<file path="src/rtl/shtag_pkg.sv">
// ----------------------------------------------------------------------------
// shtag_pkg
// Shared types, constants and SHA-256 helper functions for the share tagger.
// ----------------------------------------------------------------------------
package shtag_pkg;

  typedef enum logic [1:0] {
    OP_START  = 2'd0,
    OP_SECRET = 2'd1,
    OP_EXPECT = 2'd2,
    OP_BEGIN  = 2'd3
  } op_e;

  localparam logic [7:0] IPAD_BYTE = 8'h36;
  localparam logic [7:0] OPAD_BYTE = 8'h5c;
  localparam logic [7:0] PAD_MARK  = 8'h80;

  localparam logic [31:0] SHA_K [64] = '{
    32'h428a2f98, 32'h71374491, 32'hb5c0fbcf, 32'he9b5dba5,
    32'h3956c25b, 32'h59f111f1, 32'h923f82a4, 32'hab1c5ed5,
    32'hd807aa98, 32'h12835b01, 32'h243185be, 32'h550c7dc3,
    32'h72be5d74, 32'h80deb1fe, 32'h9bdc06a7, 32'hc19bf174,
    32'he49b69c1, 32'hefbe4786, 32'h0fc19dc6, 32'h240ca1cc,
    32'h2de92c6f, 32'h4a7484aa, 32'h5cb0a9dc, 32'h76f988da,
    32'h983e5152, 32'ha831c66d, 32'hb00327c8, 32'hbf597fc7,
    32'hc6e00bf3, 32'hd5a79147, 32'h06ca6351, 32'h14292967,
    32'h27b70a85, 32'h2e1b2138, 32'h4d2c6dfc, 32'h53380d13,
    32'h650a7354, 32'h766a0abb, 32'h81c2c92e, 32'h92722c85,
    32'ha2bfe8a1, 32'ha81a664b, 32'hc24b8b70, 32'hc76c51a3,
    32'hd192e819, 32'hd6990624, 32'hf40e3585, 32'h106aa070,
    32'h19a4c116, 32'h1e376c08, 32'h2748774c, 32'h34b0bcb5,
    32'h391c0cb3, 32'h4ed8aa4a, 32'h5b9cca4f, 32'h682e6ff3,
    32'h748f82ee, 32'h78a5636f, 32'h84c87814, 32'h8cc70208,
    32'h90befffa, 32'ha4506ceb, 32'hbef9a3f7, 32'hc67178f2
  };

  localparam logic [31:0] SHA_IV [8] = '{
    32'h6a09e667, 32'hbb67ae85, 32'h3c6ef372, 32'ha54ff53a,
    32'h510e527f, 32'h9b05688c, 32'h1f83d9ab, 32'h5be0cd19
  };

  // domain separation string "VCSMshare1"
  function automatic logic [7:0] domain_byte(input logic [3:0] idx);
    logic [7:0] r;
    case (idx)
      4'd0:    r = 8'h56;
      4'd1:    r = 8'h43;
      4'd2:    r = 8'h53;
      4'd3:    r = 8'h4d;
      4'd4:    r = 8'h73;
      4'd5:    r = 8'h68;
      4'd6:    r = 8'h61;
      4'd7:    r = 8'h72;
      4'd8:    r = 8'h65;
      4'd9:    r = 8'h31;
      default: r = 8'h00;
    endcase
    return r;
  endfunction

  function automatic logic [31:0] bsig0(input logic [31:0] x);
    return {x[1:0], x[31:2]} ^ {x[12:0], x[31:13]} ^ {x[21:0], x[31:22]};
  endfunction

  function automatic logic [31:0] bsig1(input logic [31:0] x);
    return {x[5:0], x[31:6]} ^ {x[10:0], x[31:11]} ^ {x[24:0], x[31:25]};
  endfunction

  function automatic logic [31:0] ssig0(input logic [31:0] x);
    return {x[6:0], x[31:7]} ^ {x[17:0], x[31:18]} ^ {3'b000, x[31:3]};
  endfunction

  function automatic logic [31:0] ssig1(input logic [31:0] x);
    return {x[16:0], x[31:17]} ^ {x[18:0], x[31:19]} ^ {10'd0, x[31:10]};
  endfunction

endpackage

</file>
<file path="src/rtl/share_hmac_sha256_tagger.sv">
// A start beat feeds 64 key bytes and 12 header bytes through the byte
// sequencer, plus one compression; a secret beat feeds one byte, plus a
// compression when it fills a block. The final beat adds padding, the outer key
// block and the digest, with three to four compressions.
// Throughput is set by the single shared round unit: one SHA-256 round a cycle.
// Reset: key clears to zero, hash state to the IV, batch flag to one.
// ----------------------------------------------------------------------------
// share_hmac_sha256_tagger
// HMAC-SHA256 tag generation and constant-time verification per secret share,
// built around one iterative SHA-256 round unit and a byte sequencer.
// ----------------------------------------------------------------------------
module share_hmac_sha256_tagger #(
  parameter int MAX_SECRET = 64
) (
  input  logic        clk_i,
  input  logic        rst_ni,
  input  logic        cfg_we_i,
  input  logic [1:0]  cfg_idx_i,
  input  logic [63:0] cfg_data_i,
  input  logic        in_valid_i,
  output logic        in_stall_o,
  input  logic [1:0]  operation_i,
  input  logic [7:0]  share_x_i,
  input  logic [7:0]  share_len_i,
  input  logic        verify_mode_i,
  input  logic [7:0]  data_byte_i,
  output logic        out_valid_o,
  input  logic        out_stall_i,
  output logic [63:0] tag_word_o,
  output logic        word_last_o,
  output logic        is_verdict_o,
  output logic        share_ok_o,
  output logic        batch_ok_o
);
  import shtag_pkg::*;

  localparam logic [7:0] MAX_LEN = 8'(MAX_SECRET);

  typedef enum logic [2:0] {
    S_IDLE, S_FEED, S_ROUND, S_ADD, S_NEXT, S_OUT, S_VERD
  } state_e;

  typedef enum logic [3:0] {
    SRC_IKEY, SRC_DOM, SRC_SEC, SRC_IPAD, SRC_SWAP,
    SRC_OKEY, SRC_DIG, SRC_OPAD, SRC_FIN
  } src_e;

  typedef enum logic [1:0] {
    PH_IDLE, PH_SECRET, PH_EXPECT
  } phase_e;

  state_e      state_q, state_d;
  src_e        src_q, src_d;
  phase_e      phase_q, phase_d;
  logic [63:0] key_q [4];
  logic [63:0] key_d [4];
  logic [31:0] hash_q [8];
  logic [31:0] hash_d [8];
  logic [5:0]  cnt_q, cnt_d;
  logic [5:0]  fill_q, fill_d;
  logic [5:0]  rnd_q, rnd_d;
  logic [15:0] mlen_q, mlen_d;
  logic [7:0]  left_q, left_d;
  logic        mode_q, mode_d;
  logic        pfirst_q, pfirst_d;
  logic        plen_q, plen_d;
  logic [4:0]  tidx_q, tidx_d;
  logic [7:0]  diff_q, diff_d;
  logic        batch_q, batch_d;
  logic        ok_q, ok_d;
  logic [1:0]  oidx_q, oidx_d;

  // datapath, no reset
  logic [31:0] w_q [16];
  logic [31:0] wk_q [8];
  logic [31:0] inner_q [8];
  logic [23:0] acc_q;
  logic [7:0]  x_q, sec_q;

  logic        in_acc, feed_en, round_en, load_wk, swap_en;
  logic [7:0]  feed_byte, kbyte, ibyte, lbyte, hbyte, new_diff;
  logic [63:0] kword, lword;
  logic [31:0] iword, hword, t1, t2, w_new;
  logic        src_done;

  assign in_acc     = in_valid_i && !in_stall_o;
  assign in_stall_o = (state_q != S_IDLE);

  // byte source mux
  always_comb begin
    kword = key_q[cnt_q[4:3]];
    kbyte = cnt_q[5] ? 8'h00 : kword[{~cnt_q[2:0], 3'b000} +: 8];
    iword = inner_q[cnt_q[4:2]];
    ibyte = iword[{~cnt_q[1:0], 3'b000} +: 8];
    lword = {45'd0, mlen_q, 3'd0};
    lbyte = lword[{~cnt_q[2:0], 3'b000} +: 8];
    case (src_q)
      SRC_IKEY: feed_byte = kbyte ^ IPAD_BYTE;
      SRC_OKEY: feed_byte = kbyte ^ OPAD_BYTE;
      SRC_DOM: begin
        if (cnt_q < 6'd10)       feed_byte = domain_byte(cnt_q[3:0]);
        else if (cnt_q == 6'd10) feed_byte = x_q;
        else                     feed_byte = left_q;
      end
      SRC_SEC: feed_byte = sec_q;
      SRC_IPAD, SRC_OPAD: feed_byte = plen_q ? lbyte : (pfirst_q ? PAD_MARK : 8'h00);
      SRC_DIG: feed_byte = ibyte;
      default: feed_byte = 8'h00;
    endcase
    case (src_q)
      SRC_IKEY, SRC_OKEY: src_done = (cnt_q == 6'd63);
      SRC_DOM:            src_done = (cnt_q == 6'd11);
      SRC_SEC:            src_done = 1'b1;
      SRC_IPAD, SRC_OPAD: src_done = plen_q && (cnt_q == 6'd7);
      SRC_DIG:            src_done = (cnt_q == 6'd31);
      default:            src_done = 1'b0;
    endcase
  end

  // round unit and expected-byte comparison
  always_comb begin
    t1 = wk_q[7] + bsig1(wk_q[4]) + ((wk_q[4] & wk_q[5]) ^ (~wk_q[4] & wk_q[6]))
       + SHA_K[rnd_q] + w_q[0];
    t2 = bsig0(wk_q[0]) + ((wk_q[0] & wk_q[1]) ^ (wk_q[0] & wk_q[2]) ^ (wk_q[1] & wk_q[2]));
    w_new = ssig1(w_q[14]) + w_q[9] + ssig0(w_q[1]) + w_q[0];
    hword = hash_q[tidx_q[4:2]];
    hbyte = hword[{~tidx_q[1:0], 3'b000} +: 8];
    new_diff = diff_q | (hbyte ^ data_byte_i);
  end

  always_comb begin
    state_d  = state_q;
    src_d    = src_q;
    phase_d  = phase_q;
    key_d    = key_q;
    hash_d   = hash_q;
    cnt_d    = cnt_q;
    fill_d   = fill_q;
    rnd_d    = rnd_q;
    mlen_d   = mlen_q;
    left_d   = left_q;
    mode_d   = mode_q;
    pfirst_d = pfirst_q;
    plen_d   = plen_q;
    tidx_d   = tidx_q;
    diff_d   = diff_q;
    batch_d  = batch_q;
    ok_d     = ok_q;
    oidx_d   = oidx_q;
    feed_en  = 1'b0;
    round_en = 1'b0;
    load_wk  = 1'b0;
    swap_en  = 1'b0;

    if (cfg_we_i) key_d[cfg_idx_i] = cfg_data_i;

    unique case (state_q)
      S_IDLE: begin
        if (in_acc) begin
          case (operation_i)
            OP_BEGIN: begin
              batch_d = 1'b1;
              phase_d = PH_IDLE;
            end
            OP_START: begin
              left_d   = (share_len_i > MAX_LEN) ? MAX_LEN : share_len_i;
              mode_d   = verify_mode_i;
              hash_d   = SHA_IV;
              fill_d   = '0;
              mlen_d   = '0;
              src_d    = SRC_IKEY;
              cnt_d    = '0;
              pfirst_d = 1'b1;
              plen_d   = 1'b0;
              phase_d  = PH_SECRET;
              state_d  = S_FEED;
            end
            OP_SECRET: begin
              if (phase_q == PH_SECRET && left_q != 8'd0) begin
                src_d   = SRC_SEC;
                state_d = S_FEED;
              end
            end
            default: begin
              if (phase_q == PH_EXPECT) begin
                if (tidx_q != 5'd31) begin
                  diff_d = new_diff;
                  tidx_d = tidx_q + 5'd1;
                end else begin
                  ok_d    = (new_diff == 8'd0);
                  batch_d = batch_q & (new_diff == 8'd0);
                  diff_d  = '0;
                  tidx_d  = '0;
                  phase_d = PH_IDLE;
                  state_d = S_VERD;
                end
              end
            end
          endcase
        end
      end
      S_FEED: begin
        feed_en = 1'b1;
        fill_d  = fill_q + 6'd1;
        if (src_q != SRC_IPAD && src_q != SRC_OPAD) mlen_d = mlen_q + 16'd1;
        if (src_q == SRC_SEC) left_d = left_q - 8'd1;
        if (src_done) begin
          cnt_d    = '0;
          pfirst_d = 1'b1;
          plen_d   = 1'b0;
          case (src_q)
            SRC_IKEY: src_d = SRC_DOM;
            SRC_DOM:  src_d = SRC_SEC;
            SRC_IPAD: src_d = SRC_SWAP;
            SRC_OKEY: src_d = SRC_DIG;
            SRC_DIG:  src_d = SRC_OPAD;
            SRC_OPAD: src_d = SRC_FIN;
            default:  src_d = src_q;
          endcase
        end else if ((src_q == SRC_IPAD || src_q == SRC_OPAD) && !plen_q) begin
          pfirst_d = 1'b0;
          // length field starts once the block reaches 56 bytes
          if (fill_q == 6'd55) plen_d = 1'b1;
        end else begin
          cnt_d = cnt_q + 6'd1;
        end
        if (fill_q == 6'd63) begin
          load_wk = 1'b1;
          rnd_d   = '0;
          state_d = S_ROUND;
        end else begin
          state_d = S_NEXT;
        end
      end
      S_ROUND: begin
        round_en = 1'b1;
        rnd_d    = rnd_q + 6'd1;
        if (rnd_q == 6'd63) state_d = S_ADD;
      end
      S_ADD: begin
        for (int i = 0; i < 8; i++) hash_d[i] = hash_q[i] + wk_q[i];
        state_d = S_NEXT;
      end
      S_NEXT: begin
        case (src_q)
          SRC_SEC: begin
            if (left_q == 8'd0) begin
              src_d    = SRC_IPAD;
              cnt_d    = '0;
              pfirst_d = 1'b1;
              plen_d   = 1'b0;
              state_d  = S_FEED;
            end else begin
              state_d = S_IDLE;
            end
          end
          SRC_SWAP: begin
            swap_en = 1'b1;
            hash_d  = SHA_IV;
            fill_d  = '0;
            mlen_d  = '0;
            src_d   = SRC_OKEY;
            state_d = S_FEED;
          end
          SRC_FIN: begin
            if (mode_q) begin
              phase_d = PH_EXPECT;
              tidx_d  = '0;
              diff_d  = '0;
              state_d = S_IDLE;
            end else begin
              phase_d = PH_IDLE;
              oidx_d  = '0;
              state_d = S_OUT;
            end
          end
          default: state_d = S_FEED;
        endcase
      end
      S_OUT: begin
        if (!out_stall_i) begin
          oidx_d = oidx_q + 2'd1;
          if (oidx_q == 2'd3) state_d = S_IDLE;
        end
      end
      S_VERD: begin
        if (!out_stall_i) state_d = S_IDLE;
      end
      default: state_d = S_IDLE;
    endcase
  end

  always_ff @(posedge clk_i or negedge rst_ni) begin
    if (!rst_ni) begin
      state_q  <= S_IDLE;
      src_q    <= SRC_IKEY;
      phase_q  <= PH_IDLE;
      key_q    <= '{default: '0};
      hash_q   <= SHA_IV;
      cnt_q    <= '0;
      fill_q   <= '0;
      rnd_q    <= '0;
      mlen_q   <= '0;
      left_q   <= '0;
      mode_q   <= 1'b0;
      pfirst_q <= 1'b1;
      plen_q   <= 1'b0;
      tidx_q   <= '0;
      diff_q   <= '0;
      batch_q  <= 1'b1;
      ok_q     <= 1'b0;
      oidx_q   <= '0;
    end else begin
      state_q  <= state_d;
      src_q    <= src_d;
      phase_q  <= phase_d;
      key_q    <= key_d;
      hash_q   <= hash_d;
      cnt_q    <= cnt_d;
      fill_q   <= fill_d;
      rnd_q    <= rnd_d;
      mlen_q   <= mlen_d;
      left_q   <= left_d;
      mode_q   <= mode_d;
      pfirst_q <= pfirst_d;
      plen_q   <= plen_d;
      tidx_q   <= tidx_d;
      diff_q   <= diff_d;
      batch_q  <= batch_d;
      ok_q     <= ok_d;
      oidx_q   <= oidx_d;
    end
  end

  always_ff @(posedge clk_i) begin
    if (in_acc && operation_i == OP_START)  x_q   <= share_x_i;
    if (in_acc && operation_i == OP_SECRET) sec_q <= data_byte_i;
    if (feed_en) begin
      acc_q <= {acc_q[15:0], feed_byte};
      if (fill_q[1:0] == 2'd3) begin
        for (int i = 0; i < 15; i++) w_q[i] <= w_q[i+1];
        w_q[15] <= {acc_q, feed_byte};
      end
    end
    if (round_en) begin
      for (int i = 0; i < 15; i++) w_q[i] <= w_q[i+1];
      w_q[15] <= w_new;
      wk_q[0] <= t1 + t2;
      wk_q[1] <= wk_q[0];
      wk_q[2] <= wk_q[1];
      wk_q[3] <= wk_q[2];
      wk_q[4] <= wk_q[3] + t1;
      wk_q[5] <= wk_q[4];
      wk_q[6] <= wk_q[5];
      wk_q[7] <= wk_q[6];
    end
    if (load_wk) wk_q <= hash_q;
    if (swap_en) inner_q <= hash_q;
  end

  assign out_valid_o  = (state_q == S_OUT) || (state_q == S_VERD);
  assign tag_word_o   = (state_q == S_OUT) ? {hash_q[{oidx_q, 1'b0}], hash_q[{oidx_q, 1'b1}]}
                                           : 64'd0;
  assign word_last_o  = (state_q == S_OUT) && (oidx_q == 2'd3);
  assign is_verdict_o = (state_q == S_VERD);
  assign share_ok_o   = (state_q == S_VERD) && ok_q;
  assign batch_ok_o   = (state_q == S_VERD) && batch_q;

`ifndef SYNTHESIS
  a_out_blocks_in: assert property (@(posedge clk_i) disable iff (!rst_ni)
    out_valid_o |-> in_stall_o)
    else $error("result pending while input open");
  a_round_end: assert property (@(posedge clk_i) disable iff (!rst_ni)
    (state_q == S_ROUND && rnd_q == 6'd63) |=> state_q == S_ADD)
    else $error("compression did not end after 64 rounds");
  a_verd_idle: assert property (@(posedge clk_i) disable iff (!rst_ni)
    (state_q == S_VERD) |-> (phase_q == PH_IDLE && tidx_q == 5'd0))
    else $error("verdict with verify still open");
  a_left_max: assert property (@(posedge clk_i) disable iff (!rst_ni)
    left_q <= MAX_LEN)
    else $error("secret count above maximum");
  a_verd_batch: assert property (@(posedge clk_i) disable iff (!rst_ni)
    (state_q == S_VERD && batch_q) |-> ok_q)
    else $error("batch ok without share ok");
`endif

endmodule

</file>
<file path="config.mk">
export PLATFORM = sky130hd
export DESIGN_NAME = share_hmac_sha256_tagger
export DESIGN_NICKNAME = d
export VERILOG_FILES = /design/src/rtl/shtag_pkg.sv /design/src/rtl/share_hmac_sha256_tagger.sv
export SDC_FILE = /design/constraint.sdc
export NUM_CORES = 2
export LEC_CHECK = 0
export BUFFER_PORTS_ARGS = -buffer_cell sky130_fd_sc_hd__buf_2
export CAP_MARGIN = 10
export CORE_AREA = 2 2 522 524
export DETAILED_ROUTE_END_ITERATION = 8
export DIE_AREA = 0 0 524 526
export PLACE_DENSITY = 0.56
export REMOVE_ABC_BUFFERS = 1
export SLEW_MARGIN = 15
export SYNTH_ARGS = -nofsm -noshare
export SYNTH_HDL_FRONTEND = slang
export SYNTH_SLANG_ARGS = --single-unit
</file>
<file path="constraint.sdc">
create_clock -name clk_i -period 40.1 [get_ports clk_i]
set_input_delay 8.02 -clock clk_i [delete_from_list [all_inputs] [get_ports clk_i]]
set_output_delay 8.02 -clock clk_i [all_outputs]
set_load 0.01 [all_outputs]
</file>
==> reports/metrics.csv <==
stage;metric;value;unit
outcome;outcome;finished, final reports clean;
detailed_routing;DR iter-0 viols;7037;
power_and_ir_drop;Leak Pwr;42.1;nW
floorplanning;DIE HEIGHT;526;microns
placement;Routability Congestion;0.965;
worst_setup_path;Setup crit end kind;async pin;
power_and_ir_drop;Flop pwr share;49.5;%
worst_hold_path;Worst Hold Class;reg2reg;
worst_setup_path;Worst setup SP type;primary input;
global_route;Overflow after GRT;0;
job;Max-Cap Viols;0;
worst_setup_path;delay-heaviest family, CP;buffers and inverters;
sta;final slew viol count;0;
cells_and_area;Area Growth Syn to Fin;11.9;%
worst_setup_path;Critical Path RT;40.89;ns
worst_setup_path;largest fanout on the critical path;105;
sta;slew margin rel.;24.4;%
cells_and_area;Fillers;25700;
sta;Post-Route Setup TNS;0;ns
yosys;Synth Register Bits;1647;
clocking;setup bufs post-CTS;0;
worst_setup_path;crit path cell chain;buf_8 -> buf_12 -> buf_4 -> buf_4 -> buf_4 -> buf_4;
floorplanning;io pins;168;
cells_and_area;Util after Layout;39.1;%
detailed_routing;Routed WL;320000;microns
cells_and_area;layout cells sized above 1;16.5;%
placement;PortBufs;167;
yosys;Async SR Flop Fraction;35.4;%
sta;Peak Freq;0.0847;GHz
detailed_routing;drt drc;0;
global_route;vias in the first global route;66500;
detailed_routing;drt pass-1 iters;6;
power_and_ir_drop;pwr dens;35.7;nW/um^2
sta;# setup viols final;0;
clocking;Clock Tree Buf Depth;3;
worst_setup_path;WP buf/inv;6;
detailed_routing;detailed-route wire length per cell;27.1;microns
sta;Fin. Hold Viols;0;
worst_setup_path;critical path class;in2async;
placement;HPWL after detailed placement;234000;microns
power_and_ir_drop;Psw;0.794;mW
detailed_routing;Avg Vias per Cell;5.68;
global_route;first-pass GRT wire length;460000;microns
clocking;clk_lat worst skew;0.85;ns
clocking;post-CTS sizing;0;
yosys;Top FF cell, synth;edfxtp_1;
power_and_ir_drop;sw frac;21.1;%
floorplanning;Starting Density;34.9;%
cells_and_area;Final Net Count;8754;
detailed_routing;Post-DRT Antenna Nets;0;
floorplanning;CORE AREA;270000;sq um
clocking;CTS Buf Count;181;
sta;RSZ-0062 raised after global routing;false;
power_and_ir_drop;combinational share of power;3.0;%
yosys;Synth Instances;7988;
global_route;antenna violations before repair;41;
sta;minimum clock period;11.80;ns
worst_hold_path;min-delay src;w_q[0][199]$_DFFE_PP_;
worst_setup_path;Slowest-stage cell, CP;buf_4;
sta;final period utilization;29.4;%
floorplanning;die area;276000;sq um
placement;dpl cell area;99000;sq um
worst_setup_path;reg2reg start;rnd_q[1]$_DFFE_PN0P_;
power_and_ir_drop;power after layout;3.77;mW
yosys;Yosys cell types;97;
clocking;CTS tree;done;
clocking;CTS root buf;clkbuf_16;
yosys;syn_area_per_cell;11.8;sq um
worst_setup_path;Arr. time, crit path;12.60;ns
worst_setup_path;most used cell, CP;buf_4;
yosys;Synth Warn #;0;
sta;Worst-Margin Slew;1.12;ns
clocking;H-tree depth;4;
floorplanning;row count;191;
yosys;Syn Std Cell Area;94200;sq um
clocking;Sink Count;1647;
cells_and_area;post-route cell area;105000;sq um
worst_setup_path;Worst Setup SP;rst_ni;
power_and_ir_drop;Peak VDD IR;0.0000363;V
detailed_routing;via count;67000;
clocking;CTS Hold Bufs;0;
global_route;gr usage total;22.8;%
worst_setup_path;CP max stage delay;0.91;ns
power_and_ir_drop;Power Internal;2.97;mW
yosys;Post-synth EDFFs;1064;
floorplanning;die width;524;microns
global_route;largest net degree at the start of global routing;166;
yosys;Seq/Total Area, Yosys;49.6;%
clocking;clock-pin transition on the worst setup and hold timing paths;0.06;ns
sta;skew final;0.0340;ns
power_and_ir_drop;clock power share;47.4;%
-- cells in the mapped netlist, types with 288 or more instances --
cell	instances	area share, %
edfxtp_1	1064	34
nand2_1	1022	4.1
a21oi_1	489	2.6
dfrtp_1	445	12
nor2_1	442	1.8
o21ai_0	403	2.1
ha_1	402	5.3
xnor2_1	359	3.3
inv_1	331	1.3
mux4_2	310	7.4
clkbuf_1	304	1.2
mux2_2	288	3.4
-- routing by layer --
layer / track usage (%) / wire length, microns / up-vias / share of wire [%]
li1: - / - / 29400 / -
met5: 0 / 108 / - / 0.034
met2: 36.4 / 148000 / 2705 / 46
met3: 3.52 / 22700 / 546 / 7.1
met1: 31.0 / 135000 / 34300 / 42
met4: 9.14 / 14200 / 18 / 4.4
-- kinds of logic (layout without fill, tap and decap cells) --
kind of cell | after synthesis | after routing | share of synthesized area [%]
XOR/XNOR | 570 | 570 | 5.31
AND/OR/NAND/NOR | 2075 | 2075 | 9.72
other | 0 | 15 | 0
adder cells (fa/ha/maj) | 599 | 599 | 9.50
buffers and inverters | 723 | 953 | 2.96
AO/OA/AOI/OAI | 1722 | 1722 | 11.5
multiplexers | 652 | 652 | 11.4
flip-flops | 1647 | 1647 | 49.6
-- worst register-to-register path: cells and delay by family (launching register included) --
kind	cells	cell delay, ns
AOI/OAI and AO/OA	14	3.51
adders and majority gates	6	2.56
and+or+nand+nor	8	1.88
buffers and inverters	5	1.01
xor gates and xnor gates	1	0.66
DFF	1	0.32
-- placed cells by master (no fill, tap or decap), drive strengths merged, types with 195 or more instances in the layout --
cell,count
a21oi,490
nand2,1022
mux2,290
ha,402
o21ai,462
clkbuf,239
buf,277
inv,345
mux4,310
xor2,210
fa,195
edfxtp,1064
xnor2,359
nor2,442
dfrtp,445
-- path summary, 6_finish.rpt --
path	endpoint	slack [ns]	cells past startpoint
setup / recovery	key_q[49]$_DFFE_PN0P_	28.30	6
hold / removal	w_q[0][167]$_DFFE_PP_	0.40	0
setup reg to reg	wk_q[255]$_DFFE_PP_	29.90	34
hold reg to reg	w_q[0][167]$_DFFE_PP_	0.40	0
max in group clk_i	tag_word_o[8]	28.30	4
min in group asynchronous	hash_q[250]$_DFFE_PN0P_	7.16	1
-- stage by stage --
stage | std cells | hold slack (ns) | worst slack, ns
CTS | 11800 | 0.399 | 28.14
global route | 11800 | 0.414 | 27.62
global placement | 11400 | 0.400 | 27.37
detailed placement | 11400 | 0.405 | 27.23
floorplan | 7599 | 0.400 | 12.99
finish | 11800 | 0.400 | 28.30
-- cell type report --
type | count | area (sq um) | area share (%)
well taps | 3570 | 4470 | 4.24
inverters | 334 | 1260 | 1.20
clock buffers | 239 | 4990 | 4.73
multi-input cells | 5618 | 44800 | 42.5
flip-flops and latches | 1647 | 46800 | 44.3
diodes | 15 | 37.5 | 0.0356
clock inverters | 103 | 1380 | 1.30
repair buffers | 277 | 1740 | 1.65
-- registers in the layout, summed over array words and instances, names as in the netlist, 16 cells and up --
| register | flops |
|---|---|
| key_q | 256 |
| wk_q | 256 |
| acc_q | 24 |
| w_q | 512 |
| inner_q | 256 |
| hash_q | 256 |
| mlen_q | 16 |
-- power by group through the flow --
stage,combinational [mW],clock (mW),sequential [mW]
finish,0.114,1.79,1.87
global route,0.123,1.89,1.87
CTS,0.116,1.82,1.87
detailed placement,0.116,0,1.90
global placement,0.111,0,1.89
floorplan,0.0779,0,1.89
Power figures use the tool's default switching activity.
